--- config.mk ---
export PLATFORM = sky130hd
export DESIGN_NAME = cordic_cartesian_to_polar_core_flat
export DESIGN_NICKNAME = d
export VERILOG_FILES = /design/src/sv/cc2p_pkg.sv /design/src/sv/cc2p_in_if.sv /design/src/sv/cc2p_out_if.sv /design/src/sv/cordic_cartesian_to_polar_core.sv /design/src/flat_wrapper.sv
export SDC_FILE = /design/constraint.sdc
export NUM_CORES = 2
export LEC_CHECK = 0
export BUFFER_PORTS_ARGS = -buffer_cell sky130_fd_sc_hd__buf_2
export CAP_MARGIN = 5
export CORE_MARGIN = 2
export CORE_UTILIZATION = 45
export DETAILED_ROUTE_END_ITERATION = 12
export GPL_TIMING_DRIVEN = 1
export SLEW_MARGIN = 30
export SYNTH_ARGS = -nofsm -noshare
export SYNTH_HDL_FRONTEND = slang
export SYNTH_SLANG_ARGS = --single-unit
--- constraint.sdc ---
create_clock -name clk_i -period 52.1 [get_ports clk_i]
set_clock_uncertainty 0.1 [all_clocks]
set_input_delay 5.21 -clock clk_i [delete_from_list [all_inputs] [get_ports clk_i]]
set_output_delay 5.21 -clock clk_i [all_outputs]
set_load 0.05 [all_outputs]
--- src/sv/cc2p_pkg.sv ---
`default_nettype none
// ----------------------------------------------------------------------------
// cc2p_pkg
// Shared widths, constants and the arctangent table for the CORDIC
// Cartesian-to-polar core.
// ----------------------------------------------------------------------------
package cc2p_pkg;

  // Number of micro-rotations (one pipeline stage each), at most TABLE_LEN
  localparam int ITERATIONS      = 16;
  localparam int ANGLE_FRAC_BITS = 12;
  localparam int TABLE_LEN       = 24;

  // Port field widths
  localparam int COORD_W = 16;
  localparam int MAG_W   = 17;
  localparam int ANGLE_W = 15;
  localparam int GAIN_W  = 16;

  // Internal widths: x/y grow by the CORDIC gain (about 1.65) and the pre-rotation
  localparam int XY_W   = COORD_W + 4;
  localparam int Z_W    = (ANGLE_FRAC_BITS + 4 > ANGLE_W + 1) ? ANGLE_FRAC_BITS + 4
                                                              : ANGLE_W + 1;
  localparam int PROD_W = XY_W - 1 + GAIN_W;

  localparam logic [GAIN_W-1:0] GAIN_RESET = GAIN_W'(39797);
  localparam logic [MAG_W-1:0]  MAG_MAX    = {MAG_W{1'b1}};

  localparam logic [35:0] HALF_PI_Q32 = 36'd6746518852;
  localparam logic [35:0] PI_Q32      = 36'd13493037705;

  // atan(2^-i) in unsigned Q0.32
  localparam logic [31:0] ATAN_Q32 [TABLE_LEN] = '{
    32'd3373259426, 32'd1991351318, 32'd1052175346, 32'd534100635,
    32'd268086748,  32'd134174063,  32'd67103403,   32'd33553749,
    32'd16777131,   32'd8388597,    32'd4194303,    32'd2097152,
    32'd1048576,    32'd524288,     32'd262144,     32'd131072,
    32'd65536,      32'd32768,      32'd16384,      32'd8192,
    32'd4096,       32'd2048,       32'd1024,       32'd512
  };

  // Q0.32 angle to ANGLE_FRAC_BITS fraction bits, round to nearest, ties up
  function automatic logic [Z_W-1:0] ang_round(logic [35:0] q32);
    logic [35:0] r;
    r = (q32 + (36'd1 << (32 - ANGLE_FRAC_BITS - 1))) >> (32 - ANGLE_FRAC_BITS);
    return r[Z_W-1:0];
  endfunction

  localparam logic signed [Z_W-1:0] HALF_PI_Z = ang_round(HALF_PI_Q32);
  localparam logic signed [Z_W-1:0] PI_Z      = ang_round(PI_Q32);
  localparam logic signed [Z_W-1:0] NEG_PI_Z  = -PI_Z;
  localparam logic signed [Z_W-1:0] ANG_MAX_Z = Z_W'((1 << (ANGLE_W - 1)) - 1);
  localparam logic signed [Z_W-1:0] ANG_MIN_Z = -(ANG_MAX_Z + Z_W'(1));

endpackage
`default_nettype wire

--- src/sv/cc2p_in_if.sv ---
`default_nettype none
// ----------------------------------------------------------------------------
// cc2p_in_if
// Valid/ready channel carrying one Cartesian point per beat.
// ----------------------------------------------------------------------------
interface cc2p_in_if;
  import cc2p_pkg::*;

  logic                      valid;
  logic                      ready;
  logic signed [COORD_W-1:0] x_coord;
  logic signed [COORD_W-1:0] y_coord;

  modport source (output valid, output x_coord, output y_coord, input ready);
  modport sink   (input valid, input x_coord, input y_coord, output ready);
endinterface
`default_nettype wire

--- src/sv/cc2p_out_if.sv ---
`default_nettype none
// ----------------------------------------------------------------------------
// cc2p_out_if
// Valid/ready channel carrying one magnitude/angle pair per beat.
// ----------------------------------------------------------------------------
interface cc2p_out_if;
  import cc2p_pkg::*;

  logic                      valid;
  logic                      ready;
  logic        [MAG_W-1:0]   magnitude;
  logic signed [ANGLE_W-1:0] angle;

  modport source (output valid, output magnitude, output angle, input ready);
  modport sink   (input valid, input magnitude, input angle, output ready);
endinterface
`default_nettype wire

--- src/sv/cordic_cartesian_to_polar_core.sv ---
`default_nettype none
// ----------------------------------------------------------------------------
// cordic_cartesian_to_polar_core
// Pipelined vectoring-mode CORDIC: (x, y) in, magnitude and angle out.
// ----------------------------------------------------------------------------
// One point is accepted per clock while the pipe is not held by a stalled
// output. Each result passes through one stage for the +/-90 degree
// pre-rotation, one stage per shift-add micro-rotation, one for the
// gain-compensation multiply with the angle clamp, and the output
// register. The micro-rotation stages set the depth. A stalled output holds
// the whole pipe only once the stage in front of the output register is
// occupied, so one more beat is taken while a result waits. gain_comp is
// written through cfg_we_i/cfg_wdata_i and should change only while no
// beat is in flight.
// ----------------------------------------------------------------------------
module cordic_cartesian_to_polar_core (
  input  wire logic                        clk_i,
  input  wire logic                        rst_ni,
  input  wire logic                        cfg_we_i,
  input  wire logic [cc2p_pkg::GAIN_W-1:0] cfg_wdata_i,
  cc2p_in_if.sink                          in_i,
  cc2p_out_if.source                       out_o
);
  import cc2p_pkg::*;

  logic [GAIN_W-1:0] gain_comp_q;

  logic [ITERATIONS:0]     vld_q;
  logic signed [XY_W-1:0]  x_q [ITERATIONS+1];
  logic signed [XY_W-1:0]  y_q [ITERATIONS+1];
  logic signed [Z_W-1:0]   z_q [ITERATIONS+1];

  logic signed [XY_W-1:0]  x0_d, y0_d, xin, yin;
  logic signed [Z_W-1:0]   z0_d;

  logic                    mul_vld_q;
  logic [PROD_W-1:0]       prod_q, prod_d;
  logic signed [Z_W-1:0]   zc_q, zc_d, zfin;
  logic signed [XY_W-1:0]  xfin;

  logic                    out_vld_q;
  logic [MAG_W-1:0]        mag_q, mag_d;
  logic signed [ANGLE_W-1:0] ang_q;
  logic [PROD_W:0]         rnd;
  logic [PROD_W-16:0]      shifted;

  logic out_load, pipe_en;

  // Output register takes a beat when empty or drained this cycle
  assign out_load = !out_vld_q || out_o.ready;
  assign pipe_en  = !mul_vld_q || out_load;
  assign in_i.ready = pipe_en;

  assign out_o.valid     = out_vld_q;
  assign out_o.magnitude = mag_q;
  assign out_o.angle     = ang_q;

  // Gain compensation register
  always_ff @(posedge clk_i or negedge rst_ni) begin
    if (!rst_ni) begin
      gain_comp_q <= GAIN_RESET;
    end else if (cfg_we_i) begin
      gain_comp_q <= cfg_wdata_i;
    end
  end

  // Pre-rotation by -90 (y > 0) or +90 degrees
  always_comb begin
    xin = XY_W'(in_i.x_coord);
    yin = XY_W'(in_i.y_coord);
    if (in_i.y_coord > 0) begin
      x0_d = yin;
      y0_d = -xin;
      z0_d = HALF_PI_Z;
    end else begin
      x0_d = -yin;
      y0_d = xin;
      z0_d = -HALF_PI_Z;
    end
  end

  always_ff @(posedge clk_i or negedge rst_ni) begin
    if (!rst_ni) begin
      vld_q <= '0;
    end else if (pipe_en) begin
      vld_q <= {vld_q[ITERATIONS-1:0], in_i.valid};
    end
  end

  always_ff @(posedge clk_i) begin
    if (pipe_en) begin
      x_q[0] <= x0_d;
      y_q[0] <= y0_d;
      z_q[0] <= z0_d;
    end
  end

  // Micro-rotation stages, stage k+1 holds the result of rotation k
  for (genvar k = 0; k < ITERATIONS; k++) begin : g_rot
    localparam logic signed [Z_W-1:0] ATAN_Z = ang_round({4'd0, ATAN_Q32[k]});
    logic signed [XY_W-1:0] dx, dy, x_d, y_d;
    logic signed [Z_W-1:0]  z_d;

    always_comb begin
      dx = y_q[k] >>> k;
      dy = x_q[k] >>> k;
      if (!y_q[k][XY_W-1]) begin
        x_d = x_q[k] + dx;
        y_d = y_q[k] - dy;
        z_d = z_q[k] + ATAN_Z;
      end else begin
        x_d = x_q[k] - dx;
        y_d = y_q[k] + dy;
        z_d = z_q[k] - ATAN_Z;
      end
    end

    always_ff @(posedge clk_i) begin
      if (pipe_en) begin
        x_q[k+1] <= x_d;
        y_q[k+1] <= y_d;
        z_q[k+1] <= z_d;
      end
    end
  end

  // Gain multiply and angle clamp
  always_comb begin
    xfin = x_q[ITERATIONS];
    zfin = z_q[ITERATIONS];
    if (xfin[XY_W-1] || xfin == '0) begin
      prod_d = '0;
    end else begin
      prod_d = xfin[XY_W-2:0] * gain_comp_q;
    end
    priority if (zfin > PI_Z) begin
      zc_d = PI_Z;
    end else if (zfin < NEG_PI_Z) begin
      zc_d = NEG_PI_Z;
    end else begin
      zc_d = zfin;
    end
    priority if (zc_d > ANG_MAX_Z) begin
      zc_d = ANG_MAX_Z;
    end else if (zc_d < ANG_MIN_Z) begin
      zc_d = ANG_MIN_Z;
    end else begin
      zc_d = zc_d;
    end
  end

  always_ff @(posedge clk_i or negedge rst_ni) begin
    if (!rst_ni) begin
      mul_vld_q <= 1'b0;
    end else if (pipe_en) begin
      mul_vld_q <= vld_q[ITERATIONS];
    end
  end

  always_ff @(posedge clk_i) begin
    if (pipe_en) begin
      prod_q <= prod_d;
      zc_q   <= zc_d;
    end
  end

  // Round Q.16 product to nearest, ties up, then saturate
  always_comb begin
    rnd     = {1'b0, prod_q} + (PROD_W + 1)'(1 << 15);
    shifted = rnd[PROD_W:16];
    if (shifted > (PROD_W - 15)'(MAG_MAX)) begin
      mag_d = MAG_MAX;
    end else begin
      mag_d = shifted[MAG_W-1:0];
    end
  end

  always_ff @(posedge clk_i or negedge rst_ni) begin
    if (!rst_ni) begin
      out_vld_q <= 1'b0;
    end else if (out_load) begin
      out_vld_q <= mul_vld_q;
    end
  end

  always_ff @(posedge clk_i) begin
    if (out_load && mul_vld_q) begin
      mag_q <= mag_d;
      ang_q <= zc_q[ANGLE_W-1:0];
    end
  end

`ifndef ASSERT_OFF
  // Input backpressure only when the multiply stage is full and the output stalls
  assert property (@(posedge clk_i) disable iff (!rst_ni)
    !in_i.ready |-> (mul_vld_q && out_vld_q && !out_o.ready))
    else $error("input stalled without a full pipe");

  // An accepted beat lands in the pre-rotation stage
  assert property (@(posedge clk_i) disable iff (!rst_ni)
    (in_i.valid && in_i.ready) |=> vld_q[0])
    else $error("accepted beat lost at pipe entry");

  // A held pipe keeps every valid bit
  assert property (@(posedge clk_i) disable iff (!rst_ni)
    !pipe_en |=> ($stable(vld_q) && $stable(mul_vld_q)))
    else $error("pipe valid bits moved during stall");

  // Delivered angle stays within [-pi, pi]
  assert property (@(posedge clk_i) disable iff (!rst_ni)
    out_vld_q |-> (ang_q <= PI_Z && ang_q >= NEG_PI_Z))
    else $error("angle out of range");
`endif

endmodule
`default_nettype wire

--- src/flat_wrapper.sv ---
// flat-port wrapper written by rule: the top's interface ports become plain ports
module cordic_cartesian_to_polar_core_flat import cc2p_pkg::*;
  (clk_i, rst_ni, cfg_we_i, cfg_wdata_i, in_i_valid, in_i_x_coord, in_i_y_coord, in_i_ready, out_o_valid, out_o_magnitude, out_o_angle, out_o_ready);
  cc2p_in_if in_i_i ();
  cc2p_out_if out_o_i ();
  input  wire logic clk_i;
  input  wire logic rst_ni;
  input  wire logic cfg_we_i;
  input  wire logic [cc2p_pkg::GAIN_W-1:0] cfg_wdata_i;
  input wire logic [$bits(in_i_i.valid)-1:0] in_i_valid;
  input wire logic [$bits(in_i_i.x_coord)-1:0] in_i_x_coord;
  input wire logic [$bits(in_i_i.y_coord)-1:0] in_i_y_coord;
  output wire logic [$bits(in_i_i.ready)-1:0] in_i_ready;
  output wire logic [$bits(out_o_i.valid)-1:0] out_o_valid;
  output wire logic [$bits(out_o_i.magnitude)-1:0] out_o_magnitude;
  output wire logic [$bits(out_o_i.angle)-1:0] out_o_angle;
  input wire logic [$bits(out_o_i.ready)-1:0] out_o_ready;
  assign in_i_i.valid = in_i_valid;
  assign in_i_i.x_coord = in_i_x_coord;
  assign in_i_i.y_coord = in_i_y_coord;
  assign in_i_ready = in_i_i.ready;
  assign out_o_valid = out_o_i.valid;
  assign out_o_magnitude = out_o_i.magnitude;
  assign out_o_angle = out_o_i.angle;
  assign out_o_i.ready = out_o_ready;
  cordic_cartesian_to_polar_core u_core (.clk_i(clk_i), .rst_ni(rst_ni), .cfg_we_i(cfg_we_i), .cfg_wdata_i(cfg_wdata_i), .in_i(in_i_i), .out_o(out_o_i));
endmodule
After elaboration in Yosys (flattened, before gate mapping)
Memory sizes are Yosys's and may differ from the RTL's.
Cells that the tools add are included.
{"block": "classes", "addsub": 94, "n_mul": 1, "n_lt_le_gt_ge": 6, "n_mux": 54, "reduce_logical": 7}
{"cell": "$mux W20", "n": 34}
{"cell": "$mux W16", "n": 17}
{"cell": "$add A20 B10 Y20", "n": 2}
{"cell": "$add A20 B11 Y20", "n": 2}
{"cell": "$add A20 B12 Y20", "n": 2}
{"cell": "$add A20 B13 Y20", "n": 2}
{"cell": "$add A20 B14 Y20", "n": 2}
{"cell": "$add A20 B15 Y20", "n": 2}
{"cell": "$add A20 B16 Y20", "n": 2}
{"cell": "$add A20 B17 Y20", "n": 2}
{"cell": "$add A20 B18 Y20", "n": 2}
{"cell": "$add A20 B19 Y20", "n": 2}
{"cell": "$add A20 B5 Y20", "n": 2}
{"cell": "$add A20 B6 Y20", "n": 2}
{"cell": "$add A20 B7 Y20", "n": 2}
{"cell": "$add A20 B8 Y20", "n": 2}
{"cell": "$add A20 B9 Y20", "n": 2}
{"cell": "$neg A16 Y20", "n": 2}
{"cell": "$sub A20 B10 Y20", "n": 2}
{"cell": "$sub A20 B11 Y20", "n": 2}
{"cell": "$sub A20 B12 Y20", "n": 2}
{"cell": "$sub A20 B13 Y20", "n": 2}
{"cell": "$sub A20 B14 Y20", "n": 2}
{"cell": "$sub A20 B15 Y20", "n": 2}
{"cell": "other kinds (47)", "n": 67}
{"block": "word_totals", "ff_bits": 117, "ram_bits": 952, "input_bits": 53, "output_inout_bits": 34, "wordCells": 173, "memories": 3}
{"memory": "u_core.x_q", "words": 17, "word_bits": 20, "read_ports": 17, "rd_clocked_by_memory_dff": 0, "wr": 17, "line": "cordic_cartesian_to_polar_core.sv:29", "source": "logic signed [XY_W-1:0] x_q [ITERATIONS+1];"}
{"memory": "u_core.y_q", "words": 17, "word_bits": 20, "read_ports": 16, "rd_clocked_by_memory_dff": 0, "wr": 17, "line": "cordic_cartesian_to_polar_core.sv:30", "source": "logic signed [XY_W-1:0] y_q [ITERATIONS+1];"}
{"memory": "u_core.z_q", "words": 17, "word_bits": 16, "read_ports": 17, "rd_clocked_by_memory_dff": 0, "wr": 17, "line": "cordic_cartesian_to_polar_core.sv:31", "source": "logic signed [Z_W-1:0] z_q [ITERATIONS+1];"}

Depth between registers and ports, before layout
An unclocked memory read counts as a cell.
{"block": "depth", "depth_word": 6, "ltp_mapped": 25, "mapped_depth_nobuf": 24}

Worst setup path before layout
No wires, ideal clock.
{"block": "synth_timing", "path_type": "in2out", "from": "in out_o_ready", "to": "out in_i_ready", "arrival_ns": 31.039, "required_ns": 46.790, "setup_slack_ns": 15.751, "stages": 3, "path_buffers": 2, "cell_sequence": "nand3b_1 -> clkbuf_1 -> clkbuf_1"}
{"block": "synth_via", "elab_chain_len": 2}
{"item": "start: declaration", "line": "flat_wrapper.sv:17", "source": "input wire logic [$bits(out_o_i.ready)-1:0] out_o_ready;"}
{"item": "$logic_or A1 B1 Y1", "line": "cordic_cartesian_to_polar_core.sv:50", "source": "assign out_load = !out_vld_q || out_o.ready;"}
{"item": "$logic_or A1 B1 Y1", "line": "cordic_cartesian_to_polar_core.sv:51", "source": "assign pipe_en = !mul_vld_q || out_load;"}
{"item": "end: declaration", "line": "flat_wrapper.sv:13", "source": "output wire logic [$bits(in_i_i.ready)-1:0] in_i_ready;"}
No other way between the ends.

Worst setup path after layout
Ends and elaborated chain as after synthesis.

==> impl_results.html <==
<table>
<tr><th>Metric</th><th>Value</th></tr>
<tr><th colspan="2">Yosys</th></tr>
<tr><td>Count of flip-flops with a built-in enable after synthesis</td><td>953</td></tr>
<tr><td>Post-synthesis cell type with the largest combined area</td><td>sky130_fd_sc_hd__edfxtp_1</td></tr>
<tr><td>FFs w/ async S/R, synth</td><td>3.54%</td></tr>
<tr><td>Average cell area after synthesis</td><td>10.1 um2</td></tr>
<tr><td>Number of distinct library cells after synthesis</td><td>84</td></tr>
<tr><td>Area of the mapped netlist</td><td>80800 um2</td></tr>
<tr><td>Most numerous cell in the Yosys netlist</td><td>sky130_fd_sc_hd__edfxtp_1</td></tr>
<tr><td>Post-synthesis cell count</td><td>8028</td></tr>
<tr><td>Most frequent cells after synthesis</td><td>sky130_fd_sc_hd__edfxtp_1 (953), sky130_fd_sc_hd__ha_1 (910), sky130_fd_sc_hd__inv_1 (687)</td></tr>
<tr><td>Fraction of post-synthesis cell area in the top cell type by area</td><td>35.4%</td></tr>
<tr><td>Synthesis-stage register bit count</td><td>988</td></tr>
<tr><td>Sequential element share of the synthesized area</td><td>36.5%</td></tr>
<tr><td>Leading post-synthesis cells by cell area</td><td>sky130_fd_sc_hd__edfxtp_1 (35%), sky130_fd_sc_hd__ha_1 (14%), sky130_fd_sc_hd__xnor2_1 (7.3%)</td></tr>
<tr><td>Dominant register cell in the synthesized netlist</td><td>sky130_fd_sc_hd__edfxtp_1</td></tr>
<tr><td>Synth warn</td><td>0</td></tr>
<tr><th colspan="2">STA</th></tr>
<tr><td>Final worst path period share</td><td>22.0%</td></tr>
<tr><td>Number of max-slew violations in the final report</td><td>0</td></tr>
<tr><td>Minimum clock period</td><td>11.48 ns</td></tr>
<tr><td>Unrepaired setup endpoints after global routing</td><td>no</td></tr>
<tr><td>Total count of hold-check failures in the final report</td><td>0</td></tr>
<tr><td>Final setup violating endpoints</td><td>0</td></tr>
<tr><td>Actual slew at the worst max-slew pin</td><td>0.951 ns</td></tr>
<tr><td>Final setup TNS</td><td>0 ns</td></tr>
<tr><td>Relative slew margins</td><td>36.6%</td></tr>
<tr><td>Maximum frequency from static timing analysis</td><td>87.1 MHz</td></tr>
<tr><th colspan="2">Floorplanning</th></tr>
<tr><td>Top Ports</td><td>87</td></tr>
<tr><td>Die Outline Area</td><td>183000 um2</td></tr>
<tr><td>Number of cell rows</td><td>155</td></tr>
<tr><td>Effective utilization at floorplan</td><td>45.3%</td></tr>
<tr><td>Chip Height</td><td>428 um</td></tr>
<tr><td>Horizontal extent of the die</td><td>428 um</td></tr>
<tr><td>Core Footprint</td><td>178000 um2</td></tr>
<tr><th colspan="2">Worst setup path</th></tr>
<tr><td>CP max stage cell</td><td>sky130_fd_sc_hd__buf_4</td></tr>
<tr><td>Req. time, crit path</td><td>46.79 ns</td></tr>
<tr><td>Cell with the most instances on the worst path</td><td>sky130_fd_sc_hd__buf_2</td></tr>
<tr><td>Worst endpoint data arrival time</td><td>6.17 ns</td></tr>
<tr><td>Crit path launch type</td><td>input port</td></tr>
<tr><td>Critical path's largest stage delay</td><td>0.41 ns</td></tr>
<tr><td>Delay-heaviest family, CP</td><td>buffers and inverters</td></tr>
<tr><td>WS Path Type</td><td>input port to output pin</td></tr>
<tr><td>Worst path bufs/invs</td><td>3</td></tr>
<tr><td>Maximum fanout count along the critical path</td><td>24</td></tr>
<tr><td>Sequence of cells on the critical path</td><td>buf_2 -&gt; nand3b_1 -&gt; buf_4 -&gt; buf_2</td></tr>
<tr><td>Endpoint kind of the worst setup timing path</td><td>output pin</td></tr>
<tr><th colspan="2">Clock network</th></tr>
<tr><td>Gates resized, CTS repair</td><td>0</td></tr>
<tr><td>Clk root buf</td><td>sky130_fd_sc_hd__clkbuf_16</td></tr>
<tr><td>H-tree depth reported by CTS</td><td>3</td></tr>
<tr><td>Hold buffers post-CTS</td><td>0</td></tr>
<tr><td>Reg clk slew, reported paths</td><td>0.06 ns</td></tr>
<tr><td>Latest clock arrival within the worst-skew pair</td><td>0.76 ns</td></tr>
<tr><td>CTS tree</td><td>done</td></tr>
<tr><td>Number of buffers added by the clock tree synthesis step</td><td>113</td></tr>
<tr><td>Number of sinks on the clock net</td><td>988</td></tr>
<tr><td>Number of setup buffers added after CTS</td><td>0</td></tr>
<tr><td>Clock buffer depth</td><td>3</td></tr>
<tr><th colspan="2">Route</th></tr>
<tr><td>Total Wirelength</td><td>183 mm</td></tr>
<tr><td>Number of iterations in the first detailed-routing pass</td><td>5</td></tr>
<tr><td>Antenna viol nets, final</td><td>0</td></tr>
<tr><td>Routed len/inst</td><td>17.3 um</td></tr>
<tr><td>Detailed router's first-iteration violation count</td><td>3779</td></tr>
<tr><td>Vias after detailed routing</td><td>58100</td></tr>
<tr><td>Number of DRC violations after detailed routing</td><td>0</td></tr>
<tr><td>Vias per std cell</td><td>5.49</td></tr>
<tr><th colspan="2">GRT</th></tr>
<tr><td>Grt ovf</td><td>0</td></tr>
<tr><td>Maximum number of pins on one net before global-route repair</td><td>202</td></tr>
<tr><td>Antenna violations before repair</td><td>4</td></tr>
<tr><td>Via count of the first global-routing pass</td><td>56900</td></tr>
<tr><td>First-pass GRT wire length</td><td>296 mm</td></tr>
<tr><td>Total track usage</td><td>19.9%</td></tr>
<tr><th colspan="2">Place</th></tr>
<tr><td>I/O Buffers</td><td>86</td></tr>
<tr><td>DP Cell Count</td><td>10400</td></tr>
<tr><td>Half-perimeter wire length after detailed placement</td><td>139 mm</td></tr>
<tr><td>GP Congestion</td><td>0.867</td></tr>
<tr><th colspan="2">Run status</th></tr>
<tr><td>Run status</td><td>finished, final reports clean</td></tr>
<tr><th colspan="2">Final layout</th></tr>
<tr><td>Area Overhead vs Synth</td><td>8.66%</td></tr>
<tr><td>Ant diodes</td><td>0</td></tr>
<tr><td>Cell Count, Final, Fillers Out</td><td>10600</td></tr>
<tr><td>Fraction of layout cells with a size suffix above 1</td><td>5.30%</td></tr>
<tr><td>Fin util</td><td>49.2%</td></tr>
<tr><td>Final nets</td><td>9356</td></tr>
<tr><th colspan="2">Run</th></tr>
<tr><td>Number of maximum-capacitance violations</td><td>0</td></tr>
<tr><th colspan="2">Hold path</th></tr>
<tr><td>Hold WC Path Type</td><td>register to register</td></tr>
</table>
[stage by stage]
stage               setup WS [ns]  hold slack, ns  cell area, um2
floorplan                   15.75           0.300           80800
global placement            40.61           0.301           83900
detailed placement          40.63           0.305           83900
CTS                         40.62           0.314           87800
global route                40.57           0.323           87800
finish                      40.62           0.310           87800
[layer usage]
layer  share of wire [%]  vias up  global-route usage [%]
met1                  47    28100                    28.3
met3                 4.3      225                    2.38
li1                    -    28700                       -
met4                 2.0        0                    4.44
met5                   0        -                       0
met2                  46     1085                    32.4
[registers in the layout, indices dropped and copies added (netlist names)]
name                    cells
u_core.gain_comp_q         16
u_core.mul_vld_q            1
u_core.out_o.angle         15
u_core.out_o.magnitude     17
u_core.out_o.valid          1
u_core.prod_q              20
u_core.vld_q               17
u_core.x_q                340
u_core.y_q                304
u_core.z_q                242
u_core.zc_q                15
[worst paths after layout]
check                                        start  depth (start not counted)  slack (ns)                 end
worst max register to register  u_core.x_q[0][321]                         19       44.58   u_core.prod_q[34]
worst min register to register    u_core.z_q[2][3]                          0        0.31   u_core.z_q[2][19]
max in group asynchronous                   rst_ni                          1       46.96     u_core.vld_q[9]
min in group asynchronous                   rst_ni                          1        4.45  u_core.out_o.valid
worst min-delay path              u_core.z_q[2][3]                          0        0.31   u_core.z_q[2][19]
worst max-delay path                   out_o_ready                          4       40.62          in_i_ready
[kinds of logic (layout without fill, tap and decap cells)]
kind of cell / after synthesis / count (layout) / synth area share (%)
muxes: 77 / 77 / 1.03
adders and majority gates: 1197 / 1197 / 21.1
and+or+nand+nor: 2205 / 2205 / 13.2
buffers and inverters: 844 / 1028 / 3.93
AOI/OAI and AO/OA: 1734 / 1734 / 13.6
DFF: 988 / 988 / 36.5
other: 1 / 2 / 0.00464
xor gates and xnor gates: 982 / 982 / 10.6
[cells in the final DEF, fill, tap and decap left out, types with 26 or more instances in the layout]
cell type / Yosys / final
sky130_fd_sc_hd__edfxtp_1: 953 / 953
sky130_fd_sc_hd__ha_1: 910 / 910
sky130_fd_sc_hd__inv_1: 687 / 687
sky130_fd_sc_hd__nor2_1: 685 / 684
sky130_fd_sc_hd__xnor2_1: 670 / 670
sky130_fd_sc_hd__a21oi_1: 589 / 589
sky130_fd_sc_hd__nand2_1: 462 / 462
sky130_fd_sc_hd__o21ai_0: 338 / 338
sky130_fd_sc_hd__xor2_1: 312 / 312
sky130_fd_sc_hd__fa_1: 279 / 279
sky130_fd_sc_hd__nor3_1: 232 / 232
sky130_fd_sc_hd__a21o_1: 179 / 179
sky130_fd_sc_hd__and2_1: 162 / 162
sky130_fd_sc_hd__nor2b_1: 144 / 144
sky130_fd_sc_hd__o21a_1: 124 / 124
sky130_fd_sc_hd__nand2b_1: 118 / 118
sky130_fd_sc_hd__clkbuf_16: 0 / 113
sky130_fd_sc_hd__o21bai_1: 95 / 95
sky130_fd_sc_hd__nand3_1: 94 / 94
sky130_fd_sc_hd__buf_2: 4 / 86
sky130_fd_sc_hd__nor4_1: 71 / 71
sky130_fd_sc_hd__a31oi_1: 68 / 68
sky130_fd_sc_hd__and3_1: 66 / 66
sky130_fd_sc_hd__mux2_2: 50 / 50
sky130_fd_sc_hd__or3_1: 49 / 49
sky130_fd_sc_hd__a211oi_1: 47 / 47
sky130_fd_sc_hd__nand4_1: 30 / 30
sky130_fd_sc_hd__buf_4: 0 / 30
sky130_fd_sc_hd__clkinv_1: 5 / 29
sky130_fd_sc_hd__o41ai_1: 29 / 28
sky130_fd_sc_hd__o31a_1: 27 / 27
sky130_fd_sc_hd__mux2i_1: 27 / 27
sky130_fd_sc_hd__a21boi_0: 26 / 26
[area by class of cell]
| cell class | count | area [um2] |
|---|---|---|
| well taps | 2355 | 2950 |
| clock buffers | 129 | 2930 |
| flip-flops and latches | 988 | 29500 |
| multi-input cells | 6197 | 48200 |
| clock inverters | 85 | 922 |
| repair buffers | 121 | 746 |
| fillers | 16300 | 90600 |
| inverters | 693 | 2600 |
[worst register-to-register path, delay by kind of cell (launching register included)]
family | cells | cell delay [ns]
adders and majority gates | 7 | 3.64
buffers and inverters | 3 | 0.19
DFF | 1 | 0.94
xor gates and xnor gates | 1 | 0.13
and+or+nand+nor | 3 | 0.41
AOI/OAI and AO/OA | 5 | 1.88
Power is left out: the tool's default activity adds up to more than one toggle a clock period on the data nets, which glitch-free logic cannot reach.
